--- src/utf8_sanitizer_macros.svh ---
// ----------------------------------------------------------------------------
// utf8_sanitizer assertion macros
// Shared concurrent assertion forms, clocked on clk and disabled in reset.
// ----------------------------------------------------------------------------
`ifndef UTF8_SANITIZER_MACROS_SVH
`define UTF8_SANITIZER_MACROS_SVH

// Same-cycle implication: whenever ante holds, cons must hold too.
`define UTF8S_ASSERT_IMP(lbl, ante, cons, msg) \
    lbl: assert property (@(posedge clk) disable iff (!rst_n) (ante) |-> (cons)) \
        else $error(msg);

// Next-cycle implication: whenever ante holds, cons must hold at the next clock.
`define UTF8S_ASSERT_NXT(lbl, ante, cons, msg) \
    lbl: assert property (@(posedge clk) disable iff (!rst_n) (ante) |=> (cons)) \
        else $error(msg);

`endif

--- src/utf8s_pkg.sv ---
`default_nettype none
// ----------------------------------------------------------------------------
// utf8s_pkg
// Types and byte-class constants shared by the UTF-8 sanitizer modules.
// ----------------------------------------------------------------------------
package utf8s_pkg;

    localparam int unsigned MAX_OUT = 4;

    localparam logic [6:0] REPL_RESET = 7'd63;

    // Byte classes: (byte & mask) == code.
    localparam logic [7:0] CONT_MASK  = 8'hC0;
    localparam logic [7:0] CONT_CODE  = 8'h80;
    localparam logic [7:0] LEAD2_MASK = 8'hE0;
    localparam logic [7:0] LEAD2_CODE = 8'hC0;
    localparam logic [7:0] LEAD3_MASK = 8'hF0;
    localparam logic [7:0] LEAD3_CODE = 8'hE0;
    localparam logic [7:0] LEAD4_MASK = 8'hF8;
    localparam logic [7:0] LEAD4_CODE = 8'hF0;

    // Continuation bytes that a held sequence needs in all; zero means none held.
    localparam logic [1:0] NEED_NONE  = 2'd0;
    localparam logic [1:0] NEED_LEAD2 = 2'd1;
    localparam logic [1:0] NEED_LEAD3 = 2'd2;
    localparam logic [1:0] NEED_LEAD4 = 2'd3;

    // Sequence tracking state.
    typedef struct packed {
        logic [7:0] lead;
        logic [1:0] need;
        logic [1:0] cnt;
    } seq_state_t;

    // Up to four result bytes caused by one input beat.
    typedef struct packed {
        logic [2:0]       count;
        logic [3:0][7:0]  bytes;
        logic             eot;
    } result_t;

endpackage
`default_nettype wire

--- src/utf8_sanitizer.sv ---
`default_nettype none
// ----------------------------------------------------------------------------
// utf8_sanitizer
// UTF-8 sanitizing byte filter: passes whole sequences, replaces bad bytes.
// ----------------------------------------------------------------------------
//
//   Channel   Dir  Handshake            Payload
//   s_*       in   s_tvalid/s_tready    s_tdata = in_byte, s_tlast = end_of_text
//   m_*       out  m_tvalid/m_tready    m_tdata = out_byte, m_tlast = run_last,
//                                       m_tuser = text_done
//   cfg_*     in   cfg_we               cfg_wdata = replacement_byte
//
// Each input beat is decoded combinationally against the sequence state and its
// zero to four result bytes land together in the result register. The result
// register sends one byte per beat, so an input beat that causes several results
// occupies the output until all of them have been sent. A new input beat is taken
// in the same cycle as the last result beat of the previous one leaves. Reset
// clears the held sequence, empties the result register and restores the
// replacement byte to '?'. s_tready is low while result beats remain to be sent,
// apart from the cycle in which m_tready takes the last of them, so back-pressure
// on m_* reaches s_* in the same cycle.
// ----------------------------------------------------------------------------
`include "utf8_sanitizer_macros.svh"

module utf8_sanitizer
(
    input  wire logic        clk,
    input  wire logic        rst_n,

    input  wire logic        s_tvalid,
    output logic             s_tready,
    input  wire logic [7:0]  s_tdata,    // [7:0] in_byte
    input  wire logic        s_tlast,    // end_of_text

    output logic             m_tvalid,
    input  wire logic        m_tready,
    output logic [7:0]       m_tdata,    // [7:0] out_byte
    output logic             m_tlast,    // run_last
    output logic             m_tuser,    // [0] text_done

    input  wire logic        cfg_we,
    input  wire logic [6:0]  cfg_wdata   // [6:0] replacement_byte
);

    utf8s_pkg::seq_state_t state_reg;
    utf8s_pkg::seq_state_t state_next;
    logic [1:0][7:0]       conts_reg;
    logic [6:0]            repl_reg;
    logic                  cont_we;
    logic                  cont_idx;
    utf8s_pkg::result_t    res;
    logic                  accept;
    logic                  load;

    assign accept = s_tvalid && s_tready;
    // Beats that only start or extend a held sequence produce nothing to queue.
    assign load   = accept && (res.count != 3'd0);

    utf8s_step u_step
    (
        .st       (state_reg),
        .conts    (conts_reg),
        .repl     (repl_reg),
        .in_byte  (s_tdata),
        .eot      (s_tlast),
        .st_next  (state_next),
        .cont_we  (cont_we),
        .cont_idx (cont_idx),
        .res      (res)
    );

    utf8s_outq u_outq
    (
        .clk      (clk),
        .rst_n    (rst_n),
        .load     (load),
        .res      (res),
        .ready    (s_tready),
        .m_tvalid (m_tvalid),
        .m_tready (m_tready),
        .m_tdata  (m_tdata),
        .m_tlast  (m_tlast),
        .m_tuser  (m_tuser)
    );

    always_ff @(posedge clk or negedge rst_n)
    begin
        if (!rst_n)
        begin
            state_reg <= '0;
            repl_reg  <= utf8s_pkg::REPL_RESET;
        end
        else
        begin
            if (accept)
            begin
                state_reg <= state_next;
            end
            if (cfg_we)
            begin
                repl_reg <= cfg_wdata;
            end
        end
    end

    // Held continuation bytes are only read once written, so they need no reset.
    always_ff @(posedge clk)
    begin
        if (accept && cont_we)
        begin
            conts_reg[cont_idx] <= s_tdata;
        end
    end

    `UTF8S_ASSERT_IMP(a_idle_clear, state_reg.need == utf8s_pkg::NEED_NONE,
        (state_reg.cnt == 2'd0) && (state_reg.lead == 8'd0),
        "sequence fields set with no sequence held")
    `UTF8S_ASSERT_IMP(a_cnt_below_need, state_reg.need != utf8s_pkg::NEED_NONE,
        state_reg.cnt < state_reg.need, "held continuation count reached its target")
    `UTF8S_ASSERT_IMP(a_done_is_last, m_tvalid && m_tuser, m_tlast,
        "end of text flagged on a beat that is not the last of its run")

endmodule
`default_nettype wire

--- src/utf8s_step.sv ---
`default_nettype none
// ----------------------------------------------------------------------------
// utf8s_step
// Combinational step: next sequence state and result bytes for one input beat.
// ----------------------------------------------------------------------------
module utf8s_step
(
    input  wire utf8s_pkg::seq_state_t       st,
    input  wire logic [1:0][7:0]             conts,
    input  wire logic [6:0]                  repl,
    input  wire logic [7:0]                  in_byte,
    input  wire logic                        eot,
    output utf8s_pkg::seq_state_t            st_next,
    output logic                             cont_we,
    output logic                             cont_idx,
    output utf8s_pkg::result_t               res
);

    logic [2:0] n;
    logic       is_cont;
    logic       fresh;

    assign is_cont  = (in_byte & utf8s_pkg::CONT_MASK) == utf8s_pkg::CONT_CODE;
    assign cont_idx = st.cnt[0];

    always_comb
    begin
        // Every slot defaults to the replacement byte, so flushes only bump n.
        res.bytes = {utf8s_pkg::MAX_OUT{{1'b0, repl}}};
        n         = 3'd0;
        st_next   = st;
        cont_we   = 1'b0;
        fresh     = 1'b1;

        if (st.need != utf8s_pkg::NEED_NONE)
        begin
            if (is_cont)
            begin
                fresh = 1'b0;
                if (({1'b0, st.cnt} + 3'd1) >= {1'b0, st.need})
                begin
                    // Sequence complete: lead, held continuations, this byte.
                    res.bytes[0] = st.lead;
                    if (st.cnt >= 2'd1)
                    begin
                        res.bytes[1] = conts[0];
                    end
                    if (st.cnt >= 2'd2)
                    begin
                        res.bytes[2] = conts[1];
                    end
                    res.bytes[st.cnt + 2'd1] = in_byte;
                    n       = {1'b0, st.cnt} + 3'd2;
                    st_next = '0;
                end
                else
                begin
                    cont_we     = 1'b1;
                    st_next.cnt = st.cnt + 2'd1;
                end
            end
            else
            begin
                // Broken sequence: lead and held continuations are replaced.
                n       = {1'b0, st.cnt} + 3'd1;
                st_next = '0;
            end
        end

        if (fresh)
        begin
            if (!in_byte[7])
            begin
                res.bytes[n[1:0]] = in_byte;
                n = n + 3'd1;
            end
            else if ((in_byte & utf8s_pkg::LEAD2_MASK) == utf8s_pkg::LEAD2_CODE)
            begin
                st_next = '{lead: in_byte, need: utf8s_pkg::NEED_LEAD2, cnt: 2'd0};
            end
            else if ((in_byte & utf8s_pkg::LEAD3_MASK) == utf8s_pkg::LEAD3_CODE)
            begin
                st_next = '{lead: in_byte, need: utf8s_pkg::NEED_LEAD3, cnt: 2'd0};
            end
            else if ((in_byte & utf8s_pkg::LEAD4_MASK) == utf8s_pkg::LEAD4_CODE)
            begin
                st_next = '{lead: in_byte, need: utf8s_pkg::NEED_LEAD4, cnt: 2'd0};
            end
            else
            begin
                n = n + 3'd1;
            end
        end

        // Text ends inside a sequence: replace whatever is still held.
        if (eot && (st_next.need != utf8s_pkg::NEED_NONE))
        begin
            n       = n + {1'b0, st_next.cnt} + 3'd1;
            st_next = '0;
        end

        res.count = n;
        res.eot   = eot;
    end

endmodule
`default_nettype wire

--- src/utf8s_outq.sv ---
`default_nettype none
// ----------------------------------------------------------------------------
// utf8s_outq
// Result register holding one input's result bytes, sent out one per beat.
// ----------------------------------------------------------------------------
`include "utf8_sanitizer_macros.svh"

module utf8s_outq
(
    input  wire logic                   clk,
    input  wire logic                   rst_n,
    input  wire logic                   load,
    input  wire utf8s_pkg::result_t     res,
    output logic                        ready,
    output logic                        m_tvalid,
    input  wire logic                   m_tready,
    output logic [7:0]                  m_tdata,   // [7:0] out_byte
    output logic                        m_tlast,   // run_last
    output logic                        m_tuser    // [0] text_done
);

    logic [2:0]      rem_reg;
    logic [2:0]      rem_next;
    logic [1:0]      pos_reg;
    logic [1:0]      pos_next;
    logic [3:0][7:0] bytes_reg;
    logic            eot_reg;
    logic            last;

    assign last     = rem_reg == 3'd1;
    assign m_tvalid = rem_reg != 3'd0;
    assign m_tdata  = bytes_reg[pos_reg];
    assign m_tlast  = last;
    assign m_tuser  = last && eot_reg;
    assign ready    = (rem_reg == 3'd0) || (last && m_tready);

    always_comb
    begin
        rem_next = rem_reg;
        pos_next = pos_reg;
        if (load)
        begin
            rem_next = res.count;
            pos_next = 2'd0;
        end
        else if (m_tvalid && m_tready)
        begin
            rem_next = rem_reg - 3'd1;
            pos_next = pos_reg + 2'd1;
        end
    end

    always_ff @(posedge clk or negedge rst_n)
    begin
        if (!rst_n)
        begin
            rem_reg <= 3'd0;
            pos_reg <= 2'd0;
        end
        else
        begin
            rem_reg <= rem_next;
            pos_reg <= pos_next;
        end
    end

    always_ff @(posedge clk)
    begin
        if (load)
        begin
            bytes_reg <= res.bytes;
            eot_reg   <= res.eot;
        end
    end

    `UTF8S_ASSERT_IMP(a_rem_range, 1'b1, rem_reg <= 3'd4, "result count above four")
    `UTF8S_ASSERT_NXT(a_rem_step, m_tvalid && m_tready && !last && !load,
        (rem_reg == $past(rem_reg) - 3'd1) && (pos_reg == $past(pos_reg) + 2'd1),
        "result beat did not advance the queue")

endmodule
`default_nettype wire
--- config.mk ---
export PLATFORM = sky130hd
export DESIGN_NAME = utf8_sanitizer
export DESIGN_NICKNAME = d
export VERILOG_FILES = /design/src/utf8s_pkg.sv /design/src/utf8_sanitizer.sv /design/src/utf8s_step.sv /design/src/utf8s_outq.sv
export VERILOG_INCLUDE_DIRS = /design/src /design/src/src
export SDC_FILE = /design/constraint.sdc
export NUM_CORES = 1
export LEC_CHECK = 0
export BUFFER_PORTS_ARGS = -buffer_cell sky130_fd_sc_hd__buf_2
export CAP_MARGIN = 20
export CORE_UTILIZATION = 57
export CTS_BUF_LIST = sky130_fd_sc_hd__clkbuf_8
export DETAILED_ROUTE_END_ITERATION = 12
export GPL_TIMING_DRIVEN = 0
export PLACE_DENSITY = 0.88
export SLEW_MARGIN = 20
export SYNTH_ARGS = -nofsm -noshare
export SYNTH_HDL_FRONTEND = slang
export SYNTH_HIERARCHICAL = 1
export SYNTH_SLANG_ARGS = --single-unit
--- constraint.sdc ---
create_clock -name clk -period 5.45 [get_ports clk]
set_input_delay 1.635 -clock clk [delete_from_list [all_inputs] [get_ports clk]]
set_output_delay 1.635 -clock clk [all_outputs]
set_load 0.05 [all_outputs]
## After elaboration in Yosys (flattened, before gate mapping)

Index checks and enable logic that the tools add are counted.

| operators by class | value |
|---|---|
| multiplexer cells | 52 |
| $lt $le $gt $ge | 10 |
| equal/unequal tests | 5 |
| $add $sub $neg | 8 |
| reduce and logical (&&, ||, !) cells | 17 |

Operators by type and width:

| cell | count |
|---|---|
| 32-bit 2-to-1 mux | 5 |
| 12-bit 2-to-1 mux | 8 |
| 8-bit 2-to-1 mux | 12 |
| 32-bit bitwise mux | 2 |
| 3-bit 2-to-1 mux | 11 |
| 8-bit demux with 2-bit select | 2 |
| 8-bit binary-select mux with 2-bit select | 1 |
| 16-bit bitwise mux | 1 |
| 1-bit logical AND | 10 |
| 10-bit 2-to-1 mux | 1 |
| 2-bit by 3-bit less-than comparator with 1-bit output (second input constant) | 3 |
| 8-bit demux with 1-bit select | 1 |
| 3-bit by 1-bit adder with 3-bit output (second input constant) | 2 |
| 2-bit by 1-bit >= comparator with 1-bit output (second input constant) | 3 |
| 2-bit 2-to-1 mux | 3 |
| 2-bit nonzero test | 3 |
| 3-bit nonzero test | 2 |
| 5-bit equality test (second input constant) | 1 |
| 1-bit 2-to-1 mux | 5 |
| 2-bit by 1-bit adder with 2-bit output (second input constant) | 2 |
| 4-bit equality test (second input constant) | 1 |
| 2-bit by 1-bit adder with 3-bit output (second input constant) | 1 |
| 2-bit by 2-bit adder with 3-bit output (second input constant) | 1 |
| 3-bit by 2-bit adder with 3-bit output | 1 |
| other kinds (10) | 10 |

| storage, ports and cells | value |
|---|---|
| input bits | 21 |
| register bits | 73 |

## Logic depth before layout (Yosys ltp)

Gate-level depths: netlist of the first run.

| depth | value |
|---|---|
| depth after elaboration | 17 |
| gate-level depth with buffers | 18 |
| mapped depth without buffers | 17 |

## Modules after synthesis

Netlist of the first run, hierarchy kept.

Modules (own cells, without submodules):

| module | instances | cells each | seq. area each (um^2) | area each (um^2) |
|---|---|---|---|---|
| utf8s_step | 1 | 242 | 0.0 | 1659.1 |
| utf8s_outq | 1 | 82 | 1116.1 | 1522.7 |
| utf8_sanitizer | 1 | 61 | 963.4 | 1256.2 |

## Worst setup path after synthesis of the first run

OpenSTA, ideal clock, no wires.

| path | value |
|---|---|
| kind | in2reg |
| from | input port s_tdata[6] |
| to | register u_outq.pos_reg[1] |
| setup slack | -0.482 ns |
| path buffers | 2 |
| data arrival time | 5.807 ns |
| library setup time | 0.125 ns |
| data required time | 5.325 ns |
| stages | 15 |
| cells stage by stage | buf_4 > and2b_4 > xnor2_1 > nor2b_1 > ha_1 > nor3_1 > a211oi_1 > fa_1 > nor2b_1 > xnor2_1 > nor3_1 > nor2_1 > clkbuf_1 > and2b_1 > mux2_2 |

RTL lines:

| what | RTL line | text |
|---|---|---|
| start: declaration | utf8_sanitizer.sv:32 | `input wire logic [7:0] s_tdata,` |
| end signal: assignment | utf8s_outq.sv:63 | `pos_reg <= pos_next;` |
| end: declaration | utf8s_outq.sv:24 | `logic [1:0] pos_reg;` |

==> impl_metrics.ini, run 1 <==
[placed_design]
hpwl_um = 7560
gp_congestion = 0.948
io_buffers = 31
dp_slack_ns = -0.355
placed_area_um2 = 4730
placed_cells = 515

[timing]
hold_viol = 0
timing.final.crit_share_pct = 92.6
setup_viol = 0
relSlewSlack_pct = 40.5
timing.final.ws_setup_ns = 0.404
fmax_mhz = 198
final_max_slew_viol_count = 0
finalClockSkew_ns = 0.00782
min_period_ns = 5.05
tightest_slew_ns = 0.892
rsz0062_at_grt = false

[worst_hold_path]
hold_depth = 2
hold_path_class = reg2reg

[global_route]
antenna_found_initial = 0
grt_pass1_wl_um = 16600
grt_pass1_vias = 3216
overflow = 0
grt_max_degree = 35
track_usage_pct = 26.5

[synthesis]
async_flop_share_pct = 32.9
synth_cell_types = 73
synth_ff_type = edfxtp_1
yosysWarnings = 6
synthesis.area_um2 = 4440
avgSynthCellArea_um2 = 11.5
ys_seq_elements = 73
synthesis.nets = 423
netlist_instances = 385
synth_edf_count = 49
yosysSeqAreaShare_pct = 46.9

[final_layout]
largest_reg_flops = 32
fin_area_um2 = 4950
fin_cells = 533
antennaDiodeCount = 0
postLayoutCoreUtil_pct = 66.8
fillers = 542
drive_gt1_share_pct = 30.4
final_net_count = 467
area_growth_pct = 11.5

[setup_path]
worstSetupEndpointType = register
arrival_ns = 5.02
crit_fanout = 17
required_ns = 5.42
critPathLaunchType = primary input
critical_path_class = in2reg
reg2reg_depth = 13

[routing]
drt_iter0_drc = 416
top_layer = met4
ant_nets = 0
first_pass_iters = 5
wl_per_cell_um = 19.4
drc_errors = 0
vias_per_cell = 6.32
met2_length_um = 4850
wl_um = 10300
vias = 3370
wl_met1_um = 4200
dr_wl_met3_um = 993

[clocking]
cts_tree = done
path_clk_slew_ns = 0.07
cts_made_buffers = 9
htree_levels = 3
ctsResizeCount = 0
cts_buffer_depth = 2
cts_setup_buffers = 0
cts_hold_buf = 0
cts.sinks = 73
clk_latency_ns = 0.34
root_buffer = clkbuf_8

[die]
design.portCount = 33
die-area_um2 = 8140
core_um2 = 7410
initial_core_util_pct = 59.9
dieHeight_um = 90.2
fp.dieW_um = 90.2
row_count = 31

[status]
status = complete, no violations

[power]
leakagePower_nw = 1.96
irDropWorstVdd_v = 0.000268
p_per_area_nw_per_um2 = 520

[job]
maxCapViolCount = 0
[worst max-delay path, cell delays in order]
cell and delay [ns]:
buf_2 0.13, nand2b_1 0.15, buf_6 0.15, o21ai_2 0.36
nor2b_1 0.18, ha_1 0.32, nor3_1 0.05, a211oi_1 0.37
fa_1 0.49, mux2i_1 0.24, nor3_1 0.20, nor2_2 0.73
[power breakdown]
part           switching [mW]  total, mW  internal, mW
clock                   0.200      0.426         0.225
combinational           0.821       1.30         0.475
sequential              0.102      0.850         0.748
total                    1.12       2.57          1.45
[final timing paths]
path,start,endpoint,slack (ns)
setup / recovery,s_tdata[6],u_outq/eot_reg$_DFFE_PP_,0.40
hold / removal,u_outq/rem_reg[1]$_DFFE_PN0P_,u_outq/rem_reg[1]$_DFFE_PN0P_,0.57
setup reg to reg,state_reg[1]$_DFFE_PN0P_,u_outq/eot_reg$_DFFE_PP_,0.50
hold reg to reg,u_outq/rem_reg[1]$_DFFE_PN0P_,u_outq/rem_reg[1]$_DFFE_PN0P_,0.57
max in group asynchronous,rst_n,u_outq/pos_reg[0]$_DFFE_PN0P_,3.77
min in group asynchronous,rst_n,repl_reg[6]$_DFFE_PN0P_,1.28
[metrics by stage]
stage / hold WS, ns / power [mW] / TNS [ns]
finish: 0.575 / 2.57 / 0
global route: 0.589 / 2.72 / 0
CTS: 0.567 / 2.55 / 0
detailed placement: 0.545 / 2.12 / -0.590
global placement: 0.531 / 2.07 / -8.92
floorplan: 0.495 / 1.83 / 0
[cell type report]
cell class              count  area, um2  share of cell area [%]
plain buffers              24        153                    3.08
clock buffers              10        138                    2.78
clock inverters             6       67.6                    1.37
inverters                  15       56.3                    1.14
multi-input cells         274       2170                    43.8
flip-flops and latches     73       2080                    42.0
well taps                  99        124                    2.50
repair buffers             32        163                    3.29
[Yosys cell counts (8+ instances only)]
| master | count | area, um2 |
|---|---|---|
| mux2_4 | 8 | 120 |
| o21ai_0 | 11 | 55.1 |
| edfxtp_1 | 49 | 1470 |
| nor2_1 | 17 | 63.8 |
| inv_1 | 11 | 41.3 |
| ha_1 | 15 | 188 |
| o21ai_1 | 12 | 60.1 |
| nand2_1 | 32 | 120 |
| clkbuf_1 | 8 | 30.0 |
| mux2_2 | 12 | 135 |
| a21oi_1 | 36 | 180 |
| dfrtp_1 | 18 | 450 |
[logic make-up (layout without fill, tap and decap cells)]
kind of cell             after synthesis  in the layout  synth area share (%)
multiplexers                          39             39                  12.5
AO/OA/AOI/OAI                        105            105                  15.8
flip-flops                            73             73                  46.9
buffers and inverters                 39             87                  4.71
adder cells (fa/ha/maj)               17             17                  5.13
XOR/XNOR                               2              2                 0.395
AND/OR/NAND/NOR                      110            111                  14.5
[per-layer routing]
| metal | up-vias | global-route usage (%) |
|---|---|---|
| met2 | 217 | 41.0 |
| met4 | 0 | 9.81 |
| met1 | 1595 | 36.0 |
| met3 | 27 | 6.77 |
| met5 | - | 0 |
| li1 | 1531 | - |
[cells in the final DEF (no fill, tap or decap), types with 7 or more instances in the layout]
master    netlist  routed
mux2_4          8       8
nand2_1        32      32
inv_1          11      12
buf_2           5      36
buf_4           7       8
nor2_1         17      16
clkbuf_1        8       8
o21ai_0        11      11
a21oi_1        36      36
nor2b_1         7       7
o21ai_1        12      12
nand3_1         7       7
ha_1           15      15
mux2_2         12      12
mux4_2          7       7
edfxtp_1       49      49
dfrtp_1        18      18
clkbuf_8        0      10
(Power assumes the default switching activity.)
==> run 2, diff against run 1 <==
--- a/config.mk
+++ b/config.mk
@@ -13,6 +13,7 @@
 export DETAILED_ROUTE_END_ITERATION = 12
 export GPL_TIMING_DRIVEN = 0
 export PLACE_DENSITY = 0.88
+export RECOVER_POWER = 100
 export SLEW_MARGIN = 20
 export SYNTH_ARGS = -nofsm -noshare
 export SYNTH_HDL_FRONTEND = slang
==> run 2 against run 1 <==
  * Worst setup slack worse by 0.014 ns
  * Sequential power hardly changed
  * Count of clock-buffer cells in the layout stayed put
  * Critical path type unchanged
  * Critical endpoint unchanged
==> impl_metrics.ini, run 2 (synthesis results as in run 1) <==
[global_route]
overflow = 0
grt_max_degree = 35
grt_pass1_wl_um = 16600
track_usage_pct = 26.5
antenna_found_initial = 0
grt_pass1_vias = 3216

[clocking]
root_buffer = clkbuf_8
cts_tree = done
path_clk_slew_ns = 0.08
cts.sinks = 73
htree_levels = 3
cts_buffer_depth = 2
clk_latency_ns = 0.35
ctsResizeCount = 0
cts_setup_buffers = 0
cts_hold_buf = 0
cts_made_buffers = 9

[placed_design]
hpwl_um = 7560
gp_congestion = 0.948
io_buffers = 31

[routing]
met2_length_um = 4900
wl_met1_um = 4330
vias_per_cell = 6.38
top_layer = met4
drc_errors = 0
drt_iter0_drc = 375
ant_nets = 0
wl_per_cell_um = 19.5
vias = 3403
wl_um = 10400
first_pass_iters = 7
dr_wl_met3_um = 879

[final_layout]
final_net_count = 467
antennaDiodeCount = 0
drive_gt1_share_pct = 21.4
final_common_cell = edfxtp_1
largest_reg_flops = 32
layout_common_cells = 49 x edfxtp_1, 38 x a21oi_1, 33 x nand2_1
area_growth_pct = 9.19
postLayoutCoreUtil_pct = 65.4

[setup_path]
reg2reg_depth = 13
crit_fanout = 17
r2r-start = state_reg[1]$_DFFE_PN0P_
critical_path_class = in2reg
critPathLaunchType = primary input
worstSetupEndpointType = register
rr_endpoint = u_outq/eot_reg$_DFFE_PP_
arrival_ns = 5.03
reg2reg_setup_slack_ns = 0.51
required_ns = 5.42

[die]
dieHeight_um = 90.2
fp.dieW_um = 90.2
die-area_um2 = 8140
design.portCount = 33
row_count = 31
core_um2 = 7410
initial_core_util_pct = 59.9

[timing]
tns_ns = 0
final_max_slew_viol_count = 0
timing.final.crit_share_pct = 92.8
setup_viol = 0
min_period_ns = 5.06
finalClockSkew_ns = 0.00933
tightest_slew_ns = 1.42
fmax_mhz = 198
hold_viol = 0
rsz0062_at_grt = false
relSlewSlack_pct = 5.30

[power]
irDropWorstVdd_v = 0.000273
leakagePower_nw = 1.86
power.total_mw = 2.52
p_per_area_nw_per_um2 = 520
p_sw_share_pct = 44.2
p_comb_share_pct = 49.3
p_int_mw = 1.41
seqPwrFrac_pct = 33.7
power_frac_clock_pct = 17.0
power_switching_mw = 1.11

[worst_hold_path]
hold_depth = 2
hold_start = conts_reg[8]$_DFFE_PP_
hold_end = u_outq/bytes_reg[16]$_DFFE_PP_
hold_path_class = reg2reg

[status]
status = complete, no violations

[job]
maxCapViolCount = 0
[run 2: changes by cell type in the layout (fill, tap and decap cells not counted), moves of 5 or more]
cell      change
mux2_4        -5
o21ai_0       +8
o21ai_1       -8
mux2_1        +5
clkbuf_1     +22
buf_2        -21
[run 2: power by group through the flow]
stage / clock network (mW) / logic [mW] / registers, mW
final: 0.428 / 1.24 / 0.850
after global routing: 0.460 / 1.35 / 0.864
after CTS: 0.432 / 1.27 / 0.849
after detailed placement: 0 / 1.26 / 0.861
after global placement: 0 / 1.22 / 0.851
after floorplan: 0 / 1.01 / 0.821
[run 2: metal layers]
metal | track usage [%] | vias up
li1 | - | 1527
met1 | 36.0 | 1662
met2 | 41.0 | 183
met3 | 6.77 | 31
met4 | 9.81 | 0
met5 | 0 | -
[run 2: area by class of cell]
type,instances,area [um2]
inverter,15,56.3
sequential,73,2080
tap,99,124
timing repair buffer,32,136
buffer,24,143
clock buffer,10,138
fill,579,2560
multi-input combinational,274,2100
clock inverter,6,67.6
[run 2: worst max path at each step]
stage               startpoint                            end  depth (start not counted)
finish              s_tdata[6]       u_outq/eot_reg$_DFFE_PP_                         12
detailed placement  s_tdata[6]  u_outq/pos_reg[1]$_DFFE_PN0P_                         15
CTS                 s_tdata[6]  u_outq/pos_reg[1]$_DFFE_PN0P_                         15
floorplan           s_tdata[6]  u_outq/pos_reg[1]$_DFFE_PN0P_                         15
global route        s_tdata[6]       u_outq/eot_reg$_DFFE_PP_                         12
global placement    s_tdata[6]  u_outq/pos_reg[1]$_DFFE_PN0P_                         15
[run 2: per-stage QoR]
stage | hold WS (ns) | area (um2) | std cells | setup WS (ns)
after floorplan | 0.495 | 4440 | 385 | 0.0571
after global placement | 0.531 | 4720 | 515 | -0.712
after detailed placement | 0.545 | 4730 | 515 | -0.355
after CTS | 0.567 | 4930 | 531 | 0.00143
after global routing | 0.589 | 4850 | 533 | 0.0468
final | 0.565 | 4850 | 533 | 0.390
[run 2: critical path: stages]
cell and delay [ns]:
clkbuf_1 0.14, nand2b_1 0.18, buf_6 0.15, o21ai_2 0.36
nor2b_1 0.18, ha_1 0.31, nor3_1 0.05, a211oi_1 0.37
fa_1 0.49, mux2i_1 0.24, nor3_1 0.20, nor2_2 0.73
==> run 3, diff against run 2 <==
==> constraint.sdc (replaced) <==
create_clock -name clk -period 5.45 [get_ports clk]
set_input_delay 1.09 -clock clk [delete_from_list [all_inputs] [get_ports clk]]
set_output_delay 1.09 -clock clk [all_outputs]
set_load 0.05 [all_outputs]
==> run 3 against run 2 <==
  * Non-clock buffer count did not move
  * Critical path depth grew 1
  * Cell count did not move
  * Critical path type is now reg2reg
  * Largest power group unchanged
==> impl_metrics.ini, run 3 (synthesis results as in run 1) <==
[timing]
rsz0062_at_grt = false
timing.final.ws_setup_ns = 0.540
min_period_ns = 4.91
hold_viol = 0
hold_ws_ns = 0.567
timing.final.crit_share_pct = 90.1
relSlewSlack_pct = 5.84
finalClockSkew_ns = 0.00911
setup_viol = 0
tightest_slew_ns = 1.41
final_max_slew_viol_count = 0
fmax_mhz = 204

[power]
leakagePower_nw = 1.85
power_switching_mw = 1.11
p_int_mw = 1.40
power_frac_clock_pct = 17.0
seqPwrFrac_pct = 33.8
p_sw_share_pct = 44.2
p_comb_share_pct = 49.1
power.total_mw = 2.51
p_per_area_nw_per_um2 = 519
irDropWorstVdd_v = 0.000271

[global_route]
grt_pass1_wl_um = 16600
antenna_found_initial = 0
grt_max_degree = 35
overflow = 0
grt_pass1_vias = 3216
track_usage_pct = 26.5

[placed_design]
dp_slack_ns = 0.101
placed_area_um2 = 4730
io_buffers = 31
hpwl_um = 7560
gp_congestion = 0.948

[routing]
drt_iter0_drc = 443
ant_nets = 0
vias = 3416
vias_per_cell = 6.41
first_pass_iters = 7
drc_errors = 0
wl_per_cell_um = 19.5
wl_um = 10400

[clocking]
cts_hold_buf = 0
cts_setup_buffers = 0
clk_latency_ns = 0.35
htree_levels = 3
cts_made_buffers = 9
cts_buffer_depth = 2
path_clk_slew_ns = 0.08
cts.sinks = 73
cts_tree = done
ctsResizeCount = 0
root_buffer = clkbuf_8

[setup_path]
worstSetupEndpointType = register
reg2reg_depth = 13
critPathLaunchType = register
slowest_stage = nor2_2
arrival_ns = 4.88
critical_path_class = reg2reg
critical_path_depth = 13
crit_fanout = 17
path_delay_family = simple AND/OR/NAND/NOR gates
crit_buf_inv = 1
required_ns = 5.42
max_stage_delay_ns = 0.73
cp_cell_sequence = fa_1, nor2b_1, a21o_1, buf_4, o21ai_2, nor2b_1, ha_1, nor3_1, a211oi_1, fa_1, mux2i_1, nor3_1, nor2_2

[final_layout]
layout_common_cells = 49 x edfxtp_1, 39 x a21oi_1, 32 x nand2_1
antennaDiodeCount = 0
final_common_cell = edfxtp_1
final_net_count = 467
largest_reg_flops = 32
fillers = 579
fin_area_um2 = 4840
area_growth_pct = 8.99
drive_gt1_share_pct = 21.2

[die]
row_count = 31
initial_core_util_pct = 59.9
core_um2 = 7410
fp.dieW_um = 90.2
die-area_um2 = 8140
dieHeight_um = 90.2
design.portCount = 33

[worst_hold_path]
hold_depth = 2
hold_path_class = reg2reg

[job]
maxCapViolCount = 0

[status]
status = complete, no violations
## run 3: tightest hold or removal path, cell delays in order, from the launching register on
cell,delay [ns]
edfxtp_1,0.35
nand2_1,0.05
o21ai_0,0.06
## run 3: per-layer routing
metal / track usage [%] / routed length [um] / vias up
met3: 6.77 / 825 / 34
met1: 36.0 / 4390 / 1672
met2: 41.0 / 4880 / 180
met4: 9.81 / 297 / 0
met5: 0 / 0 / -
li1: - / - / 1530
## run 3: final timing paths
kind / from / to / slack, ns
max: state_reg[1]$_DFFE_PN0P_ / u_outq/eot_reg$_DFFE_PP_ / 0.54
min: conts_reg[8]$_DFFE_PP_ / u_outq/bytes_reg[16]$_DFFE_PP_ / 0.57
max reg2reg: state_reg[1]$_DFFE_PN0P_ / u_outq/eot_reg$_DFFE_PP_ / 0.54
min reg2reg: conts_reg[8]$_DFFE_PP_ / u_outq/bytes_reg[16]$_DFFE_PP_ / 0.57
max in group asynchronous: rst_n / u_outq/pos_reg[0]$_DFFE_PN0P_ / 3.56
min in group asynchronous: rst_n / repl_reg[6]$_DFFE_PN0P_ / 1.05
## run 3: metrics by stage
| stage | setup TNS [ns] | util [%] | std cells |
|---|---|---|---|
| 3_5_place_dp | 0 | 63.8 | 515 |
| 2_1_floorplan | 0 | - | 385 |
| 3_3_place_gp | -0.237 | 63.7 | 515 |
| 4_1_cts | 0 | 66.6 | 531 |
| 6_report | 0 | 65.3 | 533 |
| 5_1_grt | 0 | 65.3 | 533 |
## run 3: area by class of cell
type / count / area [um2] / share of cell area (%)
Multi-Input combinational cell: 274 / 2090 / 43.3
Sequential cell: 73 / 2080 / 43.0
Clock buffer: 10 / 138 / 2.85
Inverter: 15 / 56.3 / 1.16
Clock inverter: 6 / 67.6 / 1.40
Buffer: 24 / 143 / 2.95
Timing Repair Buffer: 32 / 135 / 2.79
Tap cell: 99 / 124 / 2.56
## run 3: power groups by stage
stage | clock network [mW] | registers [mW] | logic [mW]
global placement | 0 | 0.851 | 1.22
finish | 0.427 | 0.849 | 1.23
detailed placement | 0 | 0.861 | 1.26
floorplan | 0 | 0.821 | 1.01
global route | 0.460 | 0.864 | 1.33
CTS | 0.432 | 0.849 | 1.27
